**src/rtl/pfvc_pkg.sv**
```systemverilog
package pfvc_pkg;

    // CORDIC coordinate width: Q.18 metres plus growth and sign.
    localparam int XW = 27;
    // Angle width: signed Q.20 radians.
    localparam int ZW = 25;

    localparam int ATAN_ENTRIES = 24;
    localparam int DEFAULT_CORDIC_STAGES = 16;

    localparam logic signed [ZW-1:0] PI_Q20 = 25'sd3294199;
    localparam logic [15:0] INV_K_Q16 = 16'd39797;

    localparam logic [15:0] LINEAR_GAIN_RESET   = 16'd8192;
    localparam logic [15:0] ANGULAR_GAIN_RESET  = 16'd9421;
    localparam logic [15:0] KEEP_DISTANCE_RESET = 16'd1229;
    localparam logic [15:0] MAX_DISTANCE_RESET  = 16'd2048;

    typedef enum logic [1:0] {
        REG_LINEAR_GAIN   = 2'd0,
        REG_ANGULAR_GAIN  = 2'd1,
        REG_KEEP_DISTANCE = 2'd2,
        REG_MAX_DISTANCE  = 2'd3
    } reg_index_t;

    typedef struct packed {
        logic [15:0] linear_gain;
        logic [15:0] angular_gain;
        logic [15:0] keep_distance;
        logic [15:0] max_distance;
    } cfg_t;

    typedef struct packed {
        logic signed [XW-1:0] x;
        logic signed [XW-1:0] y;
        logic signed [ZW-1:0] z;
        logic                 orig;
    } vec_t;

    // atan(2^-i) in Q.20 radians, rounded to nearest.
    function automatic logic signed [ZW-1:0] atan_q20(input int i);
        logic signed [ZW-1:0] a;
        case (i)
            0:  a = 25'sd823550;
            1:  a = 25'sd486170;
            2:  a = 25'sd256879;
            3:  a = 25'sd130396;
            4:  a = 25'sd65451;
            5:  a = 25'sd32757;
            6:  a = 25'sd16383;
            7:  a = 25'sd8192;
            8:  a = 25'sd4096;
            9:  a = 25'sd2048;
            10: a = 25'sd1024;
            11: a = 25'sd512;
            12: a = 25'sd256;
            13: a = 25'sd128;
            14: a = 25'sd64;
            15: a = 25'sd32;
            16: a = 25'sd16;
            17: a = 25'sd8;
            18: a = 25'sd4;
            19: a = 25'sd2;
            20: a = 25'sd1;
            default: a = '0;
        endcase
        return a;
    endfunction

endpackage

```
**src/rtl/pfvc_cordic.sv**
```systemverilog
module pfvc_cordic #(
    parameter int CORDIC_STAGES = pfvc_pkg::DEFAULT_CORDIC_STAGES
) (
    input  logic           aclk,
    input  logic           aresetn,
    input  logic           in_valid,
    output logic           in_ready,
    input  pfvc_pkg::vec_t in_vec,
    output logic           out_valid,
    input  logic           out_ready,
    output pfvc_pkg::vec_t out_vec
);

    logic           valid_reg [CORDIC_STAGES];
    pfvc_pkg::vec_t vec_reg   [CORDIC_STAGES];
    logic           en        [CORDIC_STAGES];

    for (genvar k = 0; k < CORDIC_STAGES; k++) begin : g_stage
        localparam logic signed [pfvc_pkg::ZW-1:0] ATAN = pfvc_pkg::atan_q20(k);

        pfvc_pkg::vec_t cur;
        pfvc_pkg::vec_t vec_next;
        logic           valid_in;
        logic           y_pos;

        if (k == 0) begin : g_first
            assign cur      = in_vec;
            assign valid_in = in_valid;
        end else begin : g_rest
            assign cur      = vec_reg[k-1];
            assign valid_in = valid_reg[k-1];
        end

        if (k == CORDIC_STAGES - 1) begin : g_last_en
            assign en[k] = !valid_reg[k] || out_ready;
        end else begin : g_mid_en
            assign en[k] = !valid_reg[k] || en[k+1];
        end

        assign y_pos = !cur.y[pfvc_pkg::XW-1] && (cur.y != '0);

        always_comb begin
            vec_next.orig = cur.orig;
            if (y_pos) begin
                vec_next.x = cur.x + (cur.y >>> k);
                vec_next.y = cur.y - (cur.x >>> k);
                vec_next.z = cur.z + ATAN;
            end else begin
                vec_next.x = cur.x - (cur.y >>> k);
                vec_next.y = cur.y + (cur.x >>> k);
                vec_next.z = cur.z - ATAN;
            end
            // A target at the origin keeps a bearing of zero.
            if (cur.orig) begin
                vec_next.z = cur.z;
            end
        end

        always_ff @(posedge aclk) begin
            if (!aresetn) begin
                valid_reg[k] <= 1'b0;
            end else if (en[k]) begin
                valid_reg[k] <= valid_in;
            end
        end

        always_ff @(posedge aclk) begin
            if (en[k]) begin
                vec_reg[k] <= vec_next;
            end
        end
    end

    assign in_ready  = en[0];
    assign out_valid = valid_reg[CORDIC_STAGES-1];
    assign out_vec   = vec_reg[CORDIC_STAGES-1];

endmodule

```
**config.mk**
```make
export PLATFORM = sky130hd
export DESIGN_NAME = pfvc_cordic
export DESIGN_NICKNAME = d
export VERILOG_FILES = /design/src/rtl/pfvc_pkg.sv /design/src/rtl/pfvc_cordic.sv
export SDC_FILE = /design/constraint.sdc
export NUM_CORES = 2
export LEC_CHECK = 0
export BUFFER_PORTS_ARGS = -buffer_cell sky130_fd_sc_hd__buf_2
export CORE_MARGIN = 3
export CORE_UTILIZATION = 35
export CTS_BUF_LIST = sky130_fd_sc_hd__clkbuf_8
export CTS_CLUSTER_SIZE = 8
export DETAILED_ROUTE_END_ITERATION = 8
export HOLD_SLACK_MARGIN = 0.1
export PLACE_DENSITY = 0.49
export SYNTH_ARGS = -nofsm -noshare
export SYNTH_HDL_FRONTEND = slang
export SYNTH_SLANG_ARGS = --single-unit
```
**constraint.sdc**
```tcl
create_clock -name aclk -period 10.2 [get_ports aclk]
set_clock_uncertainty 0.15 [all_clocks]
set_input_delay 1.02 -clock aclk [delete_from_list [all_inputs] [get_ports aclk]]
set_output_delay 1.02 -clock aclk [all_outputs]
set_load 0.05 [all_outputs]
```
==> metrics.csv <==
stage,metric,value,unit
status,run status,"complete, no violations",
synth,cell taking the most area after synthesis,edfxtp_1,
layout,ratio of cells with drive above 1 in the final layout,6.26,%
grt,total track usage,19.5,%
synth,Synth top area share,35.5,%
detailed_routing,Vias/cell,5.47,
setup_path,CP Max Fanout,36,
synth,"Distinct cells, synth",108,
sta,max-slew violation count,0,
cts,post-CTS setup buffer count,0,
cts,TritonCTS clock tree,done,
setup_path,max incr delay on CP,0.99,ns
min_path,min-delay src,in_vec[14],
detailed_routing,vias,88700,
cts,Num CTS Buffers,262,
sta,min Tclk post-route,7.08,ns
cts,Worst-Skew Late Latency,0.99,ns
layout,Nets,13200,
setup_path,worst r2r src,vec_reg[1][367]$_DFFE_PP_,
flow_run,max cap viols,0,
cts,clk sink count,1295,
synth,"FF+latch count, synth",1295,
placement,Placer Congestion,0.882,
floorplanning,effective utilization at floorplan,35.3,%
cts,Clock Path Buffers,4,
synth,mapped cell area,110000,um^2
layout,Largest register FFs,1279,
layout,"Design Area, Final",121000,um^2
grt,GRT overflow,0,
sta,setup TNS,0,ns
detailed_routing,TritonRoute pass-1 iters,8,
detailed_routing,iteration-0 DRC count of the detailed router,6205,
setup_path,startpoint types,flop,
cts,H-Tree Depth,5,
layout,most frequent cells in the layout,"1,294 x edfxtp_1, 1,200 x ha_1, 970 x a21oi_1, 920 x xnor2_1, 848 x nand2_1",
synth,ys async rst share,0,%
setup_path,R2R Setup Slk,3.12,ns
detailed_routing,Routed wire per std cell,19.8,um
grt,first-pass GRT wire length,500000,um
floorplanning,row count,204,
min_path,Min-Delay Path Class,input pin to flop,
detailed_routing,Post-DRT Antenna Nets,0,
placement,Placement Cell Area,115000,um^2
grt,largest net degree at the start of global routing,82,
layout,area grow syn2layout,10.1,%
setup_path,critical path's slowest cell,a2111oi_1,
detailed_routing,routed length on met1,145000,um
sta,final hold violation count,0,
layout,Multi-input gate area,68000,um^2
sta,Final period util,69.4,%
setup_path,arrival time of the worst setup path,7.62,ns
synth,sequential share of the synthesized area,35.5,%
floorplanning,Vert. Die Dim,566,um
grt,antenna violations before repair,9,
setup_path,RR Endpoint,vec_reg[1][449]$_DFFE_PP_,
setup_path,CP Capture Type,flop,
setup_path,crit-path cells,"nor3_1, nand2b_1, nor3_1, nand2b_1, o21ai_4, buf_4, clkinv_1, nor2_1, xnor2_1, ha_1, o21a_1, o21ai_0, a21boi_0, a2111oi_1, o41ai_1, a211o_1, a21oi_1, xnor2_1",
cts,clk slew on worst S/H paths,0.05,ns
layout,FF+latch area,38900,um^2
detailed_routing,wire length on met2,153000,um
floorplanning,I/O pin total,166,
floorplanning,total die area,320000,um^2
setup_path,critical path type,flop to flop,
synth,Syn Area/Cell,9.49,um^2
synth,yosys warns,0,
sta,setup violators final,0,
synth,ys flop type,edfxtp_1,
detailed_routing,metal3 WL,13400,um
grt,vias in the first global route,87100,
sta,Rel. slew slack,10.9,%
cts,CTS root buf,clkbuf_8,
sta,Peak Freq,0.141,GHz
synth,"EDFF count, synth",1294,
setup_path,worst endpoint required time,10.75,ns
layout,Fill cells,30900,
layout,"commonest non-fill, non-tap cell in the layout",edfxtp_1,
placement,DPL Wire Length,256000,um
setup_path,worst reg2reg path depth,18,
floorplanning,die width,566,um
detailed_routing,DRC,0,
min_path,WHS Path Cells,3,
synth,Mapped Cells,11500,
synth,most area-consuming cells after synthesis,"edfxtp_1 35%, ha_1 14%, xnor2_1 7.4%",
sta,Worst Tran Pin Value,1.32,ns
detailed_routing,highest routed layer,met4,
floorplanning,core footprint,310000,um^2
min_path,hold endpoint,vec_reg[0][14]$_DFFE_PP_,
sta,unrepaired setup endpoints after global routing,no,
placement,Port-buffer cells,165,
detailed_routing,final WL,322000,um
kinds of logic (layout without fill, tap and decap cells):
family          after synthesis  after routing  share of synthesized area [%]
compound gates             3487           3487                           20.3
fa+ha+maj                  1249           1249                           14.6
simple gates               3192           3192                           14.3
other cells                   1             60                        0.00342
flops                      1295           1295                           35.5
xor+xnor                   1452           1452                           11.6
mux                         112            112                           1.05
buf+inv                     760           1239                           2.67
worst max-delay path by stage:
stage	from	endpoint	slack, ns	cells past startpoint
floorplan	out_ready	valid_reg[0][0]$_DFFE_PP_	1.12	9
global placement	vec_reg[1][367]$_DFFE_PP_	vec_reg[1][449]$_DFFE_PP_	3.14	19
detailed placement	vec_reg[1][367]$_DFFE_PP_	vec_reg[1][449]$_DFFE_PP_	3.14	18
CTS	vec_reg[1][367]$_DFFE_PP_	vec_reg[1][449]$_DFFE_PP_	3.08	18
global route	vec_reg[1][367]$_DFFE_PP_	vec_reg[1][449]$_DFFE_PP_	2.40	18
finish	vec_reg[1][367]$_DFFE_PP_	vec_reg[1][449]$_DFFE_PP_	3.12	18
metrics by stage:
stage | setup WS, ns | utilization [%] | std cells | hold slack [ns]
floorplan | 1.12 | - | 11600 | 0.250
global placement | 3.14 | 37.2 | 15700 | 0.251
detailed placement | 3.14 | 37.2 | 15700 | 0.255
CTS | 3.08 | 38.9 | 16200 | 0.103
global route | 2.40 | 38.9 | 16200 | 0.175
finish | 3.12 | 38.9 | 16200 | 0.254
area by class of cell:
class	count	area share, %
Inverter	531	1.66
Timing Repair Buffer	244	1.22
Sequential cell	1295	32.2
Multi-Input combinational cell	9541	56.4
Clock inverter	197	1.17
Tap cell	4120	4.27
Clock buffer	267	3.05
Antenna cell	11	0.0228
worst max-delay path: cells and delay by family (launching register included):
kind                     cells  cell delay (ns)
adder cells (fa/ha/maj)      1             0.29
XOR/XNOR                     2             0.25
AND/OR/NAND/NOR              5             1.75
flip-flops                   1             0.45
buffers and inverters        2             1.15
AO/OA/AOI/OAI                8             2.73
timing repair:
| action | CTS | global route |
|---|---|---|
| gates resized for setup | 0 | 0 |
| endpoints found under the setup margin | 0 | 0 |
| hold endpoints to repair | 20 | 0 |
| hold buffers | 20 | 0 |
layer usage:
metal  global-route usage, %  vias to the layer above
li1                        -                    43800
met1                    25.5                    42400
met2                    33.7                     1972
met3                    2.30                      495
met4                    5.91                        0
met5                       0                        -
cell usage after synthesis, types with 42 or more instances:
| cell | instances |
|---|---|
| edfxtp_1 | 1294 |
| ha_1 | 1200 |
| a21oi_1 | 970 |
| xnor2_1 | 920 |
| nand2_1 | 853 |
| o21ai_0 | 833 |
| nor2_1 | 802 |
| xor2_1 | 532 |
| inv_1 | 521 |
| a21o_1 | 407 |
| nor3_1 | 291 |
| nand3_1 | 210 |
| o31ai_1 | 171 |
| o21a_1 | 168 |
| clkbuf_1 | 167 |
| nand2b_1 | 161 |
| o21bai_1 | 146 |
| and3_1 | 130 |
| a211oi_1 | 124 |
| or3_1 | 115 |
| a31oi_1 | 110 |
| nor4_1 | 110 |
| nor2b_1 | 108 |
| mux2i_1 | 87 |
| nand4_1 | 76 |
| and2_1 | 62 |
| or4_1 | 59 |
| o41ai_1 | 55 |
| o211ai_1 | 50 |
| fa_1 | 49 |
| a21boi_0 | 47 |
| a211o_1 | 43 |
| or2_2 | 42 |
Power is left out: the tool's default activity adds up to more than one toggle a clock period on the data nets, which glitch-free logic cannot reach.
