### src/rtl/pfvc_pkg.sv
package pfvc_pkg;

    // CORDIC coordinate width: Q.18 metres plus growth and sign.
    localparam int XW = 27;
    // Angle width: signed Q.20 radians.
    localparam int ZW = 25;

    localparam int ATAN_ENTRIES = 24;
    localparam int DEFAULT_CORDIC_STAGES = 16;

    localparam logic signed [ZW-1:0] PI_Q20 = 25'sd3294199;
    localparam logic [15:0] INV_K_Q16 = 16'd39797;

    localparam logic [15:0] LINEAR_GAIN_RESET   = 16'd8192;
    localparam logic [15:0] ANGULAR_GAIN_RESET  = 16'd9421;
    localparam logic [15:0] KEEP_DISTANCE_RESET = 16'd1229;
    localparam logic [15:0] MAX_DISTANCE_RESET  = 16'd2048;

    typedef enum logic [1:0] {
        REG_LINEAR_GAIN   = 2'd0,
        REG_ANGULAR_GAIN  = 2'd1,
        REG_KEEP_DISTANCE = 2'd2,
        REG_MAX_DISTANCE  = 2'd3
    } reg_index_t;

    typedef struct packed {
        logic [15:0] linear_gain;
        logic [15:0] angular_gain;
        logic [15:0] keep_distance;
        logic [15:0] max_distance;
    } cfg_t;

    typedef struct packed {
        logic signed [XW-1:0] x;
        logic signed [XW-1:0] y;
        logic signed [ZW-1:0] z;
        logic                 orig;
    } vec_t;

    // atan(2^-i) in Q.20 radians, rounded to nearest.
    function automatic logic signed [ZW-1:0] atan_q20(input int i);
        logic signed [ZW-1:0] a;
        case (i)
            0:  a = 25'sd823550;
            1:  a = 25'sd486170;
            2:  a = 25'sd256879;
            3:  a = 25'sd130396;
            4:  a = 25'sd65451;
            5:  a = 25'sd32757;
            6:  a = 25'sd16383;
            7:  a = 25'sd8192;
            8:  a = 25'sd4096;
            9:  a = 25'sd2048;
            10: a = 25'sd1024;
            11: a = 25'sd512;
            12: a = 25'sd256;
            13: a = 25'sd128;
            14: a = 25'sd64;
            15: a = 25'sd32;
            16: a = 25'sd16;
            17: a = 25'sd8;
            18: a = 25'sd4;
            19: a = 25'sd2;
            20: a = 25'sd1;
            default: a = '0;
        endcase
        return a;
    endfunction

endpackage

### src/rtl/pfvc_post.sv
module pfvc_post (
    input  logic                 aclk,
    input  logic                 aresetn,
    input  pfvc_pkg::cfg_t       cfg,
    input  logic                 in_valid,
    output logic                 in_ready,
    input  pfvc_pkg::vec_t       in_vec,
    output logic                 out_valid,
    input  logic                 out_ready,
    output logic [15:0]          forward_speed,
    output logic signed [15:0]   turn_rate
);

    localparam int XUW = pfvc_pkg::XW - 1;       // final x is never negative
    localparam int PW  = XUW + 16;               // x * 1/K
    localparam int RW  = PW + 1 - 24;            // range in Q6.10
    localparam int FW  = RW + 16;                // diff * linear_gain
    localparam int TW  = pfvc_pkg::ZW + 17;      // bearing * angular_gain
    localparam int FSW = FW + 1 - 12;            // rounded forward speed
    localparam int TSW = TW + 1 - 22;            // rounded turn magnitude

    // Stage 1: range product.
    logic                          v1_reg;
    logic [PW-1:0]                 xprod_reg;
    logic signed [pfvc_pkg::ZW-1:0] z1_reg;
    // Stage 2: range check and distance error.
    logic                          v2_reg;
    logic                          near2_reg;
    logic [RW-1:0]                 diff2_reg;
    logic signed [pfvc_pkg::ZW-1:0] z2_reg;
    // Stage 3: gain products.
    logic                          v3_reg;
    logic                          near3_reg;
    logic [FW-1:0]                 fprod_reg;
    logic signed [TW-1:0]          tprod_reg;
    // Stage 4: rounded and saturated results.
    logic                          v4_reg;
    logic [15:0]                   fwd_reg;
    logic signed [15:0]            turn_reg;

    logic en1, en2, en3, en4;

    assign en4 = !v4_reg || out_ready;
    assign en3 = !v3_reg || en4;
    assign en2 = !v2_reg || en3;
    assign en1 = !v1_reg || en2;
    assign in_ready = en1;

    logic [PW:0]   rsum;
    logic [RW-1:0] range;
    logic          near;
    logic [RW-1:0] diff_next;

    assign rsum  = {1'b0, xprod_reg} + ((PW+1)'(1) << 23);
    assign range = rsum[PW:24];
    assign near  = range < RW'(cfg.max_distance);

    always_comb begin
        diff_next = '0;
        if (near && (range > RW'(cfg.keep_distance))) begin
            diff_next = range - RW'(cfg.keep_distance);
        end
    end

    logic [FW:0]     fsum;
    logic [FSW-1:0]  fwd_full;
    logic [15:0]     fwd_next;
    logic [TW-1:0]   tmag;
    logic [TW:0]     tsum;
    logic [TSW-1:0]  tmag_rnd;
    logic signed [15:0] turn_next;

    assign fsum     = {1'b0, fprod_reg} + (FW+1)'(2048);
    assign fwd_full = fsum[FW:12];
    assign tmag     = tprod_reg[TW-1] ? TW'(-tprod_reg) : TW'(tprod_reg);
    assign tsum     = {1'b0, tmag} + ((TW+1)'(1) << 21);
    assign tmag_rnd = tsum[TW:22];

    always_comb begin
        fwd_next  = '0;
        turn_next = '0;
        if (near3_reg) begin
            fwd_next = (fwd_full > FSW'(16'hFFFF)) ? 16'hFFFF : fwd_full[15:0];
            // Rounded half away from zero, then clipped to the signed range.
            if (tprod_reg[TW-1]) begin
                if (tmag_rnd > TSW'(17'd32768)) begin
                    turn_next = 16'sh8000;
                end else begin
                    turn_next = -$signed(tmag_rnd[15:0]);
                end
            end else begin
                if (tmag_rnd > TSW'(16'd32767)) begin
                    turn_next = 16'sh7FFF;
                end else begin
                    turn_next = $signed(tmag_rnd[15:0]);
                end
            end
        end
    end

    always_ff @(posedge aclk) begin
        if (!aresetn) begin
            v1_reg <= 1'b0;
            v2_reg <= 1'b0;
            v3_reg <= 1'b0;
            v4_reg <= 1'b0;
        end else begin
            if (en1) v1_reg <= in_valid;
            if (en2) v2_reg <= v1_reg;
            if (en3) v3_reg <= v2_reg;
            if (en4) v4_reg <= v3_reg;
        end
    end

    always_ff @(posedge aclk) begin
        if (en1) begin
            xprod_reg <= PW'(in_vec.x[XUW-1:0]) * PW'(pfvc_pkg::INV_K_Q16);
            z1_reg    <= in_vec.z;
        end
        if (en2) begin
            near2_reg <= near;
            diff2_reg <= diff_next;
            z2_reg    <= z1_reg;
        end
        if (en3) begin
            near3_reg <= near2_reg;
            fprod_reg <= FW'(diff2_reg) * FW'(cfg.linear_gain);
            tprod_reg <= TW'(z2_reg) * TW'($signed({1'b0, cfg.angular_gain}));
        end
        if (en4) begin
            fwd_reg  <= fwd_next;
            turn_reg <= turn_next;
        end
    end

    assign out_valid     = v4_reg;
    assign forward_speed = fwd_reg;
    assign turn_rate     = turn_reg;

endmodule

### config.mk
export PLATFORM = sky130hd
export DESIGN_NAME = pfvc_post
export DESIGN_NICKNAME = d
export VERILOG_FILES = /design/src/rtl/pfvc_pkg.sv /design/src/rtl/pfvc_post.sv
export SDC_FILE = /design/constraint.sdc
export NUM_CORES = 2
export LEC_CHECK = 0
export BUFFER_PORTS_ARGS = -buffer_cell sky130_fd_sc_hd__buf_2
export CORE_MARGIN = 5
export CORE_UTILIZATION = 40
export DETAILED_ROUTE_END_ITERATION = 16
export GPL_ROUTABILITY_DRIVEN = 0
export GPL_TIMING_DRIVEN = 1
export PLACE_DENSITY = 0.6
export SETUP_SLACK_MARGIN = 0.3
export SYNTH_ARGS = -nofsm -noshare
export SYNTH_HDL_FRONTEND = slang
export SYNTH_SLANG_ARGS = --single-unit
### constraint.sdc
create_clock -name aclk -period 7.4 [get_ports aclk]
set_input_delay 1.11 -clock aclk [delete_from_list [all_inputs] [get_ports aclk]]
set_output_delay 1.11 -clock aclk [all_outputs]
set_load 0.03 [all_outputs]
==> impl_metrics.yaml <==
outcome:
  run_status: "completed"
sta:
  final.period_utilization: 0.9301
  tns_ps: 0
  worst_pin_slew_ps: 1101
  slew_headroom: 0.2620
  hold_violations: 0
  finClkSkew_ps: 17.39
  fin_crit_ps: 6883
  slew_viol_final: 0
  rsz0062_at_grt: "yes"
  max_freq_mhz: 145.3
  finalSetupViolations: 0
yosys:
  netlist_area_sq_um: 41020
  synth-seq-cells: 192
  yosysUniqueCellTypes: 94
  syn_nets: 5586
  synthCells: 4224
  synth.yosys.seq_area_share: 0.1396
  ys.flop_type: "edfxtp_1"
  synth_enable_flop_cells: 188
  ys_warn_count: 0
  async_flop_share: 0
  syn_avg_cell_area_sq_um: 9.711
routing:
  viasPerCell: 4.879
  drt-total-wl_um: 94030
  drc: 0
  drt-pass1-iter-count: 6
  drt-initial-drc-count: 1267
  dr_total_vias: 28530
  wire_per_inst_um: 16.09
  antenna_left: 0
grt:
  grt_pass1_vias: 30900
  grt_overflow: 0
  grt_pass1_wl_um: 157800
  grt_usage: 0.1818
  antenna_found_initial: 3
  grt_max_degree: 68
floorplan:
  ioPinCount: 182
  initial_utilization: 0.4026
  die_height_um: 330.2
  rows: 117
  die_width_um: 330.2
  coreArea_sq_um: 101900
  die_area_sq_um: 109000
critical_path:
  cp.required_ps: 7650
  crit_path_end_kind: "flop"
  crit_path_max_fanout: 8
  path_class: "in -> reg"
  crit_path_start_kind: "primary input"
  rrSetupSlack_ps: 590
  rr_endpoint: "tprod_reg[35]"
  rr_worst_depth: 22
  r2r_start: "z2_reg[11]"
  arrival_ps: 7140
hold_path:
  hold_end: "z2_reg[13]"
  worstHoldPathType: "reg -> reg"
  hp-start: "z1_reg[13]"
  worstHoldPathCells: 0
finish:
  layoutNonFillerInstCount: 5846
  fill_cells: 9960
  largest_register_ffs: 42
  syn2layout_area_growth_pct: 10.18
  drive_gt1_frac: 0.09966
  fin_nets: 5824
  seq_area_sq_um: 5725
  multiInputGateArea_sq_um: 30910
clock_tree:
  cts_hold_buf: 0
  tritoncts: "yes"
  cts_buffers: 17
  path_clk_slew_ps: 70
  insertion_delay_ps: 510
  htreeDepth: 4
  cts_root_buf: "clkbuf_16"
  clock-sinks: 192
  cts_max_path_buffers: 2
placed_design:
  io_buffers: 152
  dp_hpwl_um: 80760
  placed_cells: 5806
run:
  cap_viol_max_count: 0
## metrics by stage
step	setup slack (ps)	hold slack (ps)	area (sq um)	utilization
detailed placement	-199.0	404.5	44530	0.4370
global placement	-148.6	403.4	44530	0.4370
global route	295.5	427.6	45190	0.4435
floorplan	301.3	400.3	41140	-
CTS	307.9	421.4	45090	0.4425
finish	516.9	416.1	45190	0.4436
## synth_stat cells, types with 4 or more instances
cell	number	area share
a211oi_1	12	0.0022
a21boi_0	20	0.0037
a21o_1	32	0.0059
a21oi_1	85	0.010
a221oi_1	5	0.0011
a311oi_1	4	0.00085
a31oi_1	10	0.0015
and2_1	332	0.051
and3_1	26	0.0040
and4_1	12	0.0026
clkbuf_1	117	0.011
dfxtp_1	4	0.0020
edfxtp_1	188	0.14
fa_1	809	0.39
ha_1	405	0.12
inv_1	1071	0.098
mux2i_1	7	0.0017
nand2_1	452	0.041
nand2b_1	11	0.0017
nand3_1	47	0.0057
nand3b_1	5	0.00092
nand4_1	26	0.0040
nor2_1	87	0.0080
nor2b_1	22	0.0034
nor3_1	49	0.0060
nor4_1	11	0.0017
nor4_4	4	0.0021
nor4b_1	4	0.00085
o2111ai_1	4	0.00085
o211a_1	5	0.0012
o211ai_1	19	0.0035
o21a_1	27	0.0049
o21ai_0	57	0.0070
o21ai_1	6	0.00073
o21bai_1	8	0.0015
o31ai_1	6	0.0011
o41ai_1	4	0.00085
or2_2	9	0.0014
or3_1	8	0.0012
xnor2_1	98	0.021
xor2_1	37	0.0079
## worst max-delay path, cell delays in order
cell	delay (ps)
buf_2	260
nand2_1	130
fa_1	550
inv_1	50
fa_1	500
inv_1	50
fa_1	550
inv_1	50
fa_1	450
fa_1	500
inv_1	50
fa_1	520
inv_1	60
ha_1	310
o21ai_0	150
or2_2	360
a21oi_2	200
o2111a_2	290
o21ai_2	90
a21o_1	260
a21oi_2	220
nor4_1	80
a311o_1	320
## layer usage
layer	up-vias	routed length, um	GRT usage
met4	0	1693	0.04407
met2	464	45780	0.3103
met3	96	3310	0.02196
met1	14540	43250	0.2489
met5	-	0	0
li1	13420	-	-
## what timing repair did
action / 4_1_cts / 5_1_grt
setup endpoints to repair: 0 / 18
resized for setup: 0 / 23
setup buffers: 0 / 5
hold endpoints to repair: 0 / 0
## final cells by class
type / count / share of cell area
multi-input combinational: 2838 / 0.6838
timing repair buffer: 342 / 0.05005
clock inverter: 15 / 0.003018
antenna: 3 / 0.0001661
clock buffer: 17 / 0.009413
sequential: 192 / 0.1267
tap: 1368 / 0.03787
inverter: 1071 / 0.08895
## worst max path at each step
stage	start	to	slack, ps	cells past startpoint
3_5_place_dp	in_vec[68]	xprod_reg[34]	-200	24
3_3_place_gp	in_vec[68]	xprod_reg[34]	-150	24
2_1_floorplan	cfg[55]	fprod_reg[34]	300	26
6_report	cfg[40]	tprod_reg[35]	520	23
5_1_grt	cfg[37]	tprod_reg[35]	300	25
4_1_cts	z2_reg[7]	tprod_reg[35]	310	23
## cells by family after synthesis
logic type	after synthesis	share of synthesized area
multiplexers	8	0.001983
AND/OR/NAND/NOR	1125	0.1404
XOR/XNOR	137	0.02962
buffers and inverters	1194	0.1097
adder cells (fa/ha/maj)	1214	0.5184
flip-flops	192	0.1396
AO/OA/AOI/OAI	353	0.06028
other	1	0.00009142
## cells in the final DEF, fill, tap and decap left out, types with 17 or more instances in the layout
master and count:
fa_1 809, ha_1 404, o21a_1 27, and3_1 26, buf_4 184, nor2b_1 22, buf_2 152, clkbuf_16 17
nand4_1 26, inv_1 1065, and2_1 332, xnor2_1 98, nor3_1 48, a21boi_0 20, xor2_1 37, a21oi_1 81
a21o_1 32, nor2_1 87, nand2_1 449, nand3_1 47, o21ai_0 51, edfxtp_1 188, o211ai_1 19
Power is not shown: default switching activity piles up to over one toggle a cycle in this logic, so the estimate is an artifact.
