===== src/rtl/pfvc_pkg.sv =====
package pfvc_pkg;

    // CORDIC coordinate width: Q.18 metres plus growth and sign.
    localparam int XW = 27;
    // Angle width: signed Q.20 radians.
    localparam int ZW = 25;

    localparam int ATAN_ENTRIES = 24;
    localparam int DEFAULT_CORDIC_STAGES = 16;

    localparam logic signed [ZW-1:0] PI_Q20 = 25'sd3294199;
    localparam logic [15:0] INV_K_Q16 = 16'd39797;

    localparam logic [15:0] LINEAR_GAIN_RESET   = 16'd8192;
    localparam logic [15:0] ANGULAR_GAIN_RESET  = 16'd9421;
    localparam logic [15:0] KEEP_DISTANCE_RESET = 16'd1229;
    localparam logic [15:0] MAX_DISTANCE_RESET  = 16'd2048;

    typedef enum logic [1:0] {
        REG_LINEAR_GAIN   = 2'd0,
        REG_ANGULAR_GAIN  = 2'd1,
        REG_KEEP_DISTANCE = 2'd2,
        REG_MAX_DISTANCE  = 2'd3
    } reg_index_t;

    typedef struct packed {
        logic [15:0] linear_gain;
        logic [15:0] angular_gain;
        logic [15:0] keep_distance;
        logic [15:0] max_distance;
    } cfg_t;

    typedef struct packed {
        logic signed [XW-1:0] x;
        logic signed [XW-1:0] y;
        logic signed [ZW-1:0] z;
        logic                 orig;
    } vec_t;

    // atan(2^-i) in Q.20 radians, rounded to nearest.
    function automatic logic signed [ZW-1:0] atan_q20(input int i);
        logic signed [ZW-1:0] a;
        case (i)
            0:  a = 25'sd823550;
            1:  a = 25'sd486170;
            2:  a = 25'sd256879;
            3:  a = 25'sd130396;
            4:  a = 25'sd65451;
            5:  a = 25'sd32757;
            6:  a = 25'sd16383;
            7:  a = 25'sd8192;
            8:  a = 25'sd4096;
            9:  a = 25'sd2048;
            10: a = 25'sd1024;
            11: a = 25'sd512;
            12: a = 25'sd256;
            13: a = 25'sd128;
            14: a = 25'sd64;
            15: a = 25'sd32;
            16: a = 25'sd16;
            17: a = 25'sd8;
            18: a = 25'sd4;
            19: a = 25'sd2;
            20: a = 25'sd1;
            default: a = '0;
        endcase
        return a;
    endfunction

endpackage


===== src/rtl/pfvc_pre.sv =====
module pfvc_pre (
    input  logic                 aclk,
    input  logic                 aresetn,
    input  logic                 in_valid,
    output logic                 in_ready,
    input  logic signed [15:0]   pos_x,
    input  logic signed [15:0]   pos_y,
    output logic                 out_valid,
    input  logic                 out_ready,
    output pfvc_pkg::vec_t       out_vec
);

    logic           valid_reg;
    pfvc_pkg::vec_t vec_reg;
    pfvc_pkg::vec_t vec_next;
    logic           en;

    assign en = !valid_reg || out_ready;
    assign in_ready = en;

    always_comb begin
        logic signed [pfvc_pkg::XW-1:0] xs;
        logic signed [pfvc_pkg::XW-1:0] ys;
        xs = {{(pfvc_pkg::XW-24){pos_x[15]}}, pos_x, 8'd0};
        ys = {{(pfvc_pkg::XW-24){pos_y[15]}}, pos_y, 8'd0};
        vec_next.orig = (pos_x == 16'sd0) && (pos_y == 16'sd0);
        // Left half plane: rotate by pi first so the CORDIC converges.
        if (pos_x[15]) begin
            vec_next.x = -xs;
            vec_next.y = -ys;
            vec_next.z = pos_y[15] ? -pfvc_pkg::PI_Q20 : pfvc_pkg::PI_Q20;
        end else begin
            vec_next.x = xs;
            vec_next.y = ys;
            vec_next.z = '0;
        end
    end

    always_ff @(posedge aclk) begin
        if (!aresetn) begin
            valid_reg <= 1'b0;
        end else if (en) begin
            valid_reg <= in_valid;
        end
    end

    always_ff @(posedge aclk) begin
        if (en) begin
            vec_reg <= vec_next;
        end
    end

    assign out_valid = valid_reg;
    assign out_vec   = vec_reg;

endmodule


===== config.mk =====
export PLATFORM = sky130hd
export DESIGN_NAME = pfvc_pre
export DESIGN_NICKNAME = d
export VERILOG_FILES = /design/src/rtl/pfvc_pkg.sv /design/src/rtl/pfvc_pre.sv
export SDC_FILE = /design/constraint.sdc
export NUM_CORES = 1
export LEC_CHECK = 0
export BUFFER_PORTS_ARGS = -buffer_cell sky130_fd_sc_hd__buf_4
export CAP_MARGIN = 0
export CORE_MARGIN = 3
export CORE_UTILIZATION = 45
export DETAILED_ROUTE_END_ITERATION = 10
export GPL_TIMING_DRIVEN = 0
export PLACE_DENSITY = 0.8
export SLEW_MARGIN = 20
export SYNTH_ARGS = -nofsm -noshare
export SYNTH_HDL_FRONTEND = slang
export SYNTH_SLANG_ARGS = --single-unit

===== constraint.sdc =====
create_clock -name aclk -period 1.9 [get_ports aclk]
set_input_delay 0.095 -clock aclk [delete_from_list [all_inputs] [get_ports aclk]]
set_output_delay 0.095 -clock aclk [all_outputs]
set_load 0.02 [all_outputs]

==> results of run 1 <==
cell type report:
| cell class | count | share of cell area (%) |
|---|---|---|
| plain buffers | 42 | 9.22 |
| clock buffers | 7 | 2.34 |
| clock inverters | 1 | 0.154 |
| inverters | 5 | 0.576 |
| multi-input cells | 114 | 21.9 |
| flip-flops and latches | 43 | 39.3 |
| well taps | 67 | 2.57 |
| repair buffers | 103 | 23.9 |
state kept, by name (all words and copies together) (netlist names):
name	cells
out_vec	42
out_valid	1
power by group through the flow:
stage               clock (mW)  sequential [mW]  combinational, mW
global placement             0             1.21              0.686
CTS                      0.567             1.19              0.706
finish                   0.543             1.19              0.702
global route             0.606             1.20              0.748
floorplan                    0             1.33              0.266
detailed placement           0             1.21              0.701
how the worst min path moves through the flow:
| stage | start | endpoint | slack (ps) | cells after the start |
|---|---|---|---|---|
| 6_report | pos_y[0] | out_vec[34] | 10 | 1 |
| 5_1_grt | pos_y[0] | out_vec[34] | 6 | 1 |
| 4_1_cts | pos_y[0] | out_vec[34] | 1 | 1 |
| 3_5_place_dp | pos_x[15] | out_vec[1] | 280 | 1 |
| 3_3_place_gp | pos_x[15] | out_vec[1] | 280 | 1 |
| 2_1_floorplan | pos_x[15] | out_vec[1] | 190 | 0 |
stage by stage:
step	cell area (sq um)	hold WS, ps	utilization, %
floorplan	2310	194	-
global placement	3160	282	66.0
detailed placement	3160	284	66.0
CTS	3260	1.48	68.1
global route	3260	6.25	68.1
finish	3260	13.8	68.1
cell usage in the layout, fill, tap and decap left out:
master           n
dlygate4sd3_1    2
nand3_1          2
nor4_1           4
nand2b_2         1
clkbuf_1         6
inv_1            5
clkinv_2         1
or4_4            2
o31ai_1          8
nand2_1         15
or4_1            1
xor2_1           1
o21ai_0         10
buf_4          139
nor2_1           6
edfxtp_1        42
nand2b_1         3
nor2b_1          1
and2_1           1
nor3_1           2
clkbuf_8         5
ha_1             2
conb_1          19
dfxtp_1          1
nand4_1          3
o21ai_2          1
xnor2_1         26
a21boi_0         2
o41ai_1          4
cells by family (layout without fill, tap and decap cells):
group	Yosys count	after routing	synth area share, %
adders and majority gates	2	2	1.11
and+or+nand+nor	41	41	9.36
xor gates and xnor gates	27	27	10.5
buffers and inverters	47	158	14.2
other	1	19	0.167
AOI/OAI and AO/OA	25	25	7.52
DFF	43	43	57.1
routing by layer:
layer | vias up | part of all wire (%) | track usage, %
met3 | 6 | 9.8 | 5.44
met1 | 779 | 38 | 19.3
met2 | 90 | 51 | 29.6
met4 | 0 | 1.2 | 7.43
met5 | - | 0 | 0
li1 | 859 | - | -
what timing repair did:
item,CTS,global route
hold buffers,2,0
endpoints found under the hold margin,2,0
gates resized for setup,0,0
setup endpoints to repair,0,0
==> impl_metrics.tcl, run 1 <==
set metrics [dict create \
    status "finished, final reports clean" \
    totalNegativeSetupSlack_ps 0 \
    p_total_mw 2.43 \
    finalCritPeriodShare_pct 91.6 \
    place.detailed.hpwl_microns 3850 \
    ctsHtreeMaxLevel 2 \
    ant_nets 0 \
    crit_path_cell_trace "nand2b_2, buf_4" \
    core.rowCount 25 \
    maxSlewViolCount 0 \
    synthMostInstantiatedCell "edfxtp_1" \
    fin_worst_skew_ps 3.53 \
    wl_per_cell_microns 13.2 \
    floorplan.die.height_microns 76.6 \
    place.port_buffers 101 \
    design.portCount 118 \
    post_drt_via_cell_ratio 4.54 \
    detailroute.via_count 1734 \
    floorplan.die.width_microns 76.6 \
    synth_area_sq_um 2240 \
    critical_path_maximum_fanout 44 \
    cp_slowest_stage_delay_ps 740 \
    grt_pass1_vias 1670 \
    synth_top_cell_area_share_pct 56.2 \
    synth_cell_type_count 25 \
    cts_made_buffers 5 \
    r2r_endpoint "out_vec[39]" \
    drc_errors 0 \
    pwr-share-comb_pct 28.8 \
    worst-path-stages 2 \
    finalNetCount 352 \
    sw_share_pct 28.5 \
    place.gp.congestion 0.787 \
    postSynth.topFlopCell "edfxtp_1" \
    required_ps 1800 \
    maxSlewHeadroom_pct 28.5 \
    worstSetupEndpoint "in_ready" \
    startpoint_type "register" \
    maximum_number_of_pins_on_one_net_before_global_route_repair 45 \
    net-switching-power_mw 0.693 \
    ys_top_cells_by_area "edfxtp_1 (56%), buf_4 (13%), xnor2_1 (10%)" \
    core_area_sq_um 4790 \
    setup_ws_ps 160 \
    cts.reportedPaths.clkPinSlew_ps 70 \
    drv_cap 0 \
    detailedRoute.firstIterationViolations 134 \
    final_standard_cell_count_with_taps_included_and_fillers_excluded 382 \
    syn-mean-instance-area_sq_um 12.1 \
    diodes 0 \
    power_density_nw_per_um2 747 \
    die_area_sq_um 5870 \
    place.detailed.instances 372 \
    post-synth-top-area-cell "edfxtp_1" \
    finalWirelength_microns 5050 \
    critPathTopFamily "simple AND/OR/NAND/NOR gates" \
    synth_seq_area_share_pct 57.1 \
    proportion_of_register_bits_with_asynchronous_set_or_reset_after_synthesis_pct 0 \
    worst_skew_pair.late_latency_ps 280 \
    total_leakage_power_nw 1.46 \
    regArea_sq_um 1280 \
    grt_setup_unrepaired "false" \
    synth.ff_latch_count 43 \
    ys_warnings 0 \
    drt-pass1-iter-count 4 \
    timing.setup.critical_path_class "reg -> out" \
    worst_case_reg_to_reg_path_depth 1 \
    n_fill_cell 399 \
    post_syn_instances 186 \
    maxClockFrequency_mhz 575 \
    place_worst_setup_slack_ps 60.3 \
    report.final.setup_viol 0 \
    tritoncts "done" \
    vdd.ir_drop.worst_mv 0.338 \
    grt_util_all_layers_pct 17.1 \
    timing.rr.start "out_valid" \
    crit_path_start "out_valid" \
    multi_input_combinational_cell_area_sq_um 714 \
    layout-area-overhead-vs-synth_pct 45.2 \
    sequentialPowerShare_pct 48.9 \
    critical_path.n_buffers_inverters 1 \
    cts_post_setup_buffers_inserted 0 \
    drive_gt1_share_pct 47.3 \
    root_buffer_selected_by_cts "clkbuf_8" \
    ctsLongestPathBuffers 2 \
    internal_power_mw 1.74 \
    hold_class "in -> reg" \
    period_minus_slack_ps 1740 \
    synth.cells.most_frequent "edfxtp_1 (42), buf_4 (38), xnor2_1 (26)" \
    synth_enable_flop_cells 42 \
    critical_path.endpoint_type "output port" \
    starting_density_of_the_core_pct 46.9 \
    worst-slew-pin-transition_ps 1070 \
    worst-endpoint-arrival_ps 1650 \
    r2r_slack_ps 450 \
    global_route.overflow_total 0 \
    pwr-share-clk_pct 22.3 \
    timing.final.hold_violations 0 \
    antenna_found_initial 0 \
    clkSinkCount 43 \
    worst_path_max_delay_cell "nand2b_2" \
    first_pass_grt_wire_length_microns 7950 \
]
Power figures use the tool's default switching activity.
==> run 2: changes to the inputs <==
--- a/config.mk
+++ b/config.mk
@@ -7,7 +7,7 @@
 export LEC_CHECK = 0
 export BUFFER_PORTS_ARGS = -buffer_cell sky130_fd_sc_hd__buf_4
 export CAP_MARGIN = 0
-export CORE_MARGIN = 3
+export CORE_MARGIN = 5
 export CORE_UTILIZATION = 45
 export DETAILED_ROUTE_END_ITERATION = 10
 export GPL_TIMING_DRIVEN = 0
==> run 2 against run 1 <==
  * Wire length up 2.6%
  * Fmax about the same
  * Critical path type unchanged
  * Die area up 11%
  * Register-to-register slack worse by 20 ps
==> impl_metrics.tcl, run 2 (synthesis gave the netlist of run 1 again) <==
set metrics [dict create \
    status "finished, final reports clean" \
    largest_register_ffs 42 \
    worst_skew_pair.late_latency_ps 290 \
    starting_density_of_the_core_pct 46.9 \
    place.detailed.instances 372 \
    wl_per_cell_microns 13.5 \
    root_buffer_selected_by_cts "clkbuf_8" \
    drive_gt1_share_pct 48.4 \
    critical_path.endpoint_type "output port" \
    floorplan.die.height_microns 80.6 \
    place_worst_setup_slack_ps 107 \
    period_minus_slack_ps 1740 \
    cts_made_buffers 5 \
    timing.rr.start "out_valid" \
    finalCritPeriodShare_pct 91.6 \
    design.portCount 118 \
    core.rowCount 25 \
    worstSetupEndpoint "in_ready" \
    place.gp.congestion 0.747 \
    power_density_nw_per_um2 747 \
    layout.core_utilization_pct 68.4 \
    finalNetCount 353 \
    ctsLongestPathBuffers 2 \
    crit_path_start "out_valid" \
    n_fill_cell 383 \
    antenna_found_initial 0 \
    timing.setup.critical_path_class "reg -> out" \
    floorplan.die.width_microns 80.6 \
    drv_cap 0 \
    report.final.setup_viol 0 \
    drc_errors 0 \
    hold-path-cell-count 3 \
    clkSinkCount 43 \
    finalWirelength_microns 5180 \
    totalNegativeSetupSlack_ps 0 \
    cts.reportedPaths.clkPinSlew_ps 80 \
    layout.cells.most_common "buf_4" \
    grt_pass1_vias 1708 \
    detailroute.via_count 1707 \
    place.port_buffers 101 \
    critical_path_maximum_fanout 44 \
    final_standard_cell_count_with_taps_included_and_fillers_excluded 383 \
    ant_nets 0 \
    layout.cells.most_common_list "buf_4 (139), edfxtp_1 (42), xnor2_1 (26)" \
    startpoint_type "register" \
    maxClockFrequency_mhz 574 \
    worst-slew-pin-transition_ps 1060 \
    tritoncts "done" \
    core_area_sq_um 4790 \
    setup_ws_ps 159 \
    post_drt_via_cell_ratio 4.46 \
    maxSlewViolCount 0 \
    r2r_slack_ps 430 \
    first_pass_grt_wire_length_microns 7940 \
    ctsHtreeMaxLevel 2 \
    worst_case_reg_to_reg_path_depth 1 \
    total_leakage_power_nw 1.48 \
    die_area_sq_um 6500 \
    r2r_endpoint "out_vec[35]" \
    grt_setup_unrepaired "false" \
    grt_util_all_layers_pct 16.1 \
    timing.final.hold_violations 0 \
    cts_post_setup_buffers_inserted 0 \
    maximum_number_of_pins_on_one_net_before_global_route_repair 45 \
    detailedRoute.firstIterationViolations 107 \
    drt-pass1-iter-count 4 \
    diodes 0 \
    maxSlewHeadroom_pct 29.3 \
    vdd.ir_drop.worst_mv 0.420 \
    layout-area-overhead-vs-synth_pct 45.8 \
    required_ps 1800 \
    hold_class "in -> reg" \
    fin_worst_skew_ps 4.23 \
    worst-endpoint-arrival_ps 1650 \
    place.detailed.hpwl_microns 4070 \
    global_route.overflow_total 0 \
]
## run 2: worst max-delay path, cell delays in order, from the launching register on
cell and delay (ps):
dfxtp_1 330, nand2b_2 740, buf_4 290
## run 2: power breakdown
group,total (mW),switching (mW),internal [mW]
sequential,1.19,0.0337,1.15
combinational,0.705,0.375,0.330
clock,0.551,0.299,0.252
## run 2: per-layer routing
| layer | vias up | track usage (%) | routed length [microns] |
|---|---|---|---|
| met5 | - | 0 | 0 |
| met4 | 0 | 6.08 | 87 |
| met3 | 8 | 5.16 | 493 |
| met2 | 80 | 28.7 | 2590 |
| met1 | 758 | 17.5 | 2010 |
| li1 | 861 | - | - |
## run 2: worst min-delay path by stage
stage          slack [ps]  startpoint     endpoint
2_1_floorplan         190   pos_x[15]   out_vec[1]
3_3_place_gp          280   pos_x[15]   out_vec[1]
3_5_place_dp          280   pos_x[15]   out_vec[1]
4_1_cts                 2    pos_x[0]  out_vec[61]
5_1_grt                70     aresetn    out_valid
6_report               70    in_valid    out_valid
## run 2: final cells by class
class,instances,area [sq um],share of cell area (%)
Timing Repair Buffer,104,788,24.1
Clock inverter,3,15.0,0.459
Clock buffer,5,68.8,2.10
Buffer,42,303,9.25
Tap cell,67,83.8,2.56
Inverter,5,18.8,0.573
Multi-Input combinational cell,114,714,21.8
Sequential cell,43,1280,39.1
## run 2: through the flow
| step | instance area [sq um] | hold slack, ps | total power, mW |
|---|---|---|---|
| 6_report | 3270 | 70.9 | 2.44 |
| 5_1_grt | 3270 | 68.1 | 2.58 |
| 4_1_cts | 3250 | 1.50 | 2.46 |
| 3_5_place_dp | 3160 | 285 | 1.92 |
| 3_3_place_gp | 3160 | 283 | 1.90 |
| 2_1_floorplan | 2310 | 194 | 1.60 |
## run 2: repair_timing
action	4_1_cts	5_1_grt
setup endpoints to repair	0	15
endpoints found under the hold margin	1	2
hold buffers	1	2
resized for setup	0	4
==> run 3: changes to the inputs <==
--- a/config.mk
+++ b/config.mk
@@ -7,11 +7,13 @@
 export LEC_CHECK = 0
 export BUFFER_PORTS_ARGS = -buffer_cell sky130_fd_sc_hd__buf_4
 export CAP_MARGIN = 0
+export CELL_PAD_IN_SITES_DETAIL_PLACEMENT = 1
+export CELL_PAD_IN_SITES_GLOBAL_PLACEMENT = 2
 export CORE_MARGIN = 5
-export CORE_UTILIZATION = 45
+export CORE_UTILIZATION = 27
 export DETAILED_ROUTE_END_ITERATION = 10
 export GPL_TIMING_DRIVEN = 0
-export PLACE_DENSITY = 0.8
+export PLACE_DENSITY_LB_ADDON = 0.1
 export SLEW_MARGIN = 20
 export SYNTH_ARGS = -nofsm -noshare
 export SYNTH_HDL_FRONTEND = slang
==> run 3 against run 2 <==
  * Critical endpoint is now out_vec[48]
  * Non-clock buffer count unchanged
  * Final cell count up 9.9%
  * Utilization down 27 points
  * Sequential share of layout area down 0.95 points
  * Clock power up 27%
  * Largest power group unchanged
==> impl_metrics.tcl, run 3 (synthesis gave the netlist of run 1 again) <==
set metrics [dict create \
    crit_path_start "pos_y[0]" \
    drv_cap 0 \
    hold_class "in -> reg" \
    sw_share_pct 28.1 \
    cts.reportedPaths.clkPinSlew_ps 80 \
    sequentialPowerShare_pct 45.8 \
    finalCritPeriodShare_pct 92.3 \
    place.port_buffers 101 \
    status "finished, final reports clean" \
    critical_path_maximum_fanout 6 \
    clkSinkCount 43 \
    post_drt_via_cell_ratio 4.17 \
    pwr-share-comb_pct 27.2 \
    timing.setup.critical_path_class "in -> reg" \
    critical_path.endpoint_type "register" \
    finalNetCount 353 \
    drc_errors 0 \
    layout.cells.most_common "buf_4" \
    fin_worst_skew_ps 2.00 \
    maxSlewViolCount 0 \
    drive_gt1_share_pct 47.8 \
    layout.cells.most_common_list "buf_4 (139), edfxtp_1 (42), xnor2_1 (26)" \
    setup_ws_ps 146 \
    worst-slew-pin-transition_ps 623 \
    power_density_nw_per_um2 775 \
    vdd.ir_drop.worst_mv 0.241 \
    total_leakage_power_nw 1.49 \
    worst-endpoint-arrival_ps 1800 \
    diodes 0 \
    maxClockFrequency_mhz 570 \
    ctsHtreeMaxLevel 2 \
    layout-area-overhead-vs-synth_pct 49.4 \
    core.rowCount 33 \
    r2r_slack_ps 720 \
    antenna_found_initial 0 \
    design.portCount 118 \
    startpoint_type "input port" \
    floorplan.die.height_microns 101 \
    root_buffer_selected_by_cts "clkbuf_8" \
    period_minus_slack_ps 1750 \
    core_area_sq_um 8180 \
    wl_per_cell_microns 13.9 \
    maxSlewHeadroom_pct 58.1 \
    hp-start "in_valid" \
    worst_skew_pair.late_latency_ps 290 \
    totalNegativeSetupSlack_ps 0 \
    maximum_number_of_pins_on_one_net_before_global_route_repair 45 \
    ant_nets 0 \
    timing.rr.start "out_valid" \
    report.final.setup_viol 0 \
    tritoncts "done" \
    required_ps 1940 \
    starting_density_of_the_core_pct 27.5 \
    grt_util_all_layers_pct 11.2 \
    place_worst_setup_slack_ps 94.3 \
    ctsLongestPathBuffers 2 \
    place.detailed.hpwl_microns 4590 \
    global_route.overflow_total 0 \
    floorplan.die.width_microns 101 \
    cts_made_buffers 5 \
    detailedRoute.firstIterationViolations 16 \
    grt_setup_unrepaired "false" \
    first_pass_grt_wire_length_microns 8960 \
    place.gp.congestion 0.702 \
    die_area_sq_um 10200 \
    detailroute.via_count 1756 \
    net-switching-power_mw 0.729 \
    timing.final.hold_violations 0 \
    grt_pass1_vias 1816 \
    pwr-share-clk_pct 27.0 \
    internal_power_mw 1.87 \
    drt-pass1-iter-count 4 \
    finalWirelength_microns 5870 \
    largest_register_ffs 42 \
]
## run 3: cell types whose count changed in the layout (fill, tap and decap cells not counted)
| cell | delta |
|---|---|
| clkinv_2 | -2 |
| bufinv_16 | +1 |
| o41ai_2 | +1 |
| clkbuf_1 | +2 |
| nand2b_2 | -1 |
| nand2b_4 | +1 |
| o41ai_1 | -1 |
| clkinv_1 | +1 |
| clkbuf_2 | -2 |
## run 3: routing by layer
layer,share of wire (%),global-route usage (%),up-vias
li1,-,-,862
met1,39,13.1,819
met2,50,18.9,70
met3,10,4.61,5
met4,1.1,3.07,0
met5,0,0,-
## run 3: timing repair
item                                    CTS  global route
gates resized for setup                   0             1
hold buffers                              2             1
endpoints found under the setup margin    0             1
endpoints found under the hold margin     2             1
setup buffers                             0             0
## run 3: path summary, 6_finish.rpt
path	end	depth (start not counted)
worst min-delay path	out_valid	3
worst max-delay path	out_vec[48]	7
worst min register to register	out_valid	2
worst max register to register	out_vec[63]	1
## run 3: final cells by class
class | count | area [sq um]
buffer | 42 | 300
clock buffer | 5 | 68.8
clock inverter | 3 | 38.8
fill | 952 | 4820
inverter | 5 | 18.8
multi-input combinational | 114 | 727
sequential | 43 | 1280
tap | 105 | 131
timing repair buffer | 104 | 788
## run 3: power groups by stage
stage          Sequential (mW)  Combinational (mW)  Clock [mW]
3_3_place_gp              1.21               0.704           0
2_1_floorplan             1.33               0.266           0
4_1_cts                   1.20               0.713       0.731
5_1_grt                   1.20               0.758       0.763
6_report                  1.19               0.707       0.701
3_5_place_dp              1.22               0.709           0
## run 3: critical path: stages
cell and delay [ps]:
dlygate4sd3_1 540, buf_4 140, inv_1 90, ha_1 190, nand3_1 250, o41ai_2 380, xnor2_1 110
## run 3: per-stage QoR
stage	instances	utilization (%)	total power, mW	cell area [sq um]	hold slack [ps]
after floorplan	204	-	1.60	2310	194
after global placement	410	39.2	1.92	3200	284
after detailed placement	410	39.2	1.93	3200	286
after CTS	420	40.8	2.64	3330	1.70
after global routing	421	41.0	2.73	3350	48.6
final	421	41.0	2.60	3350	55.5
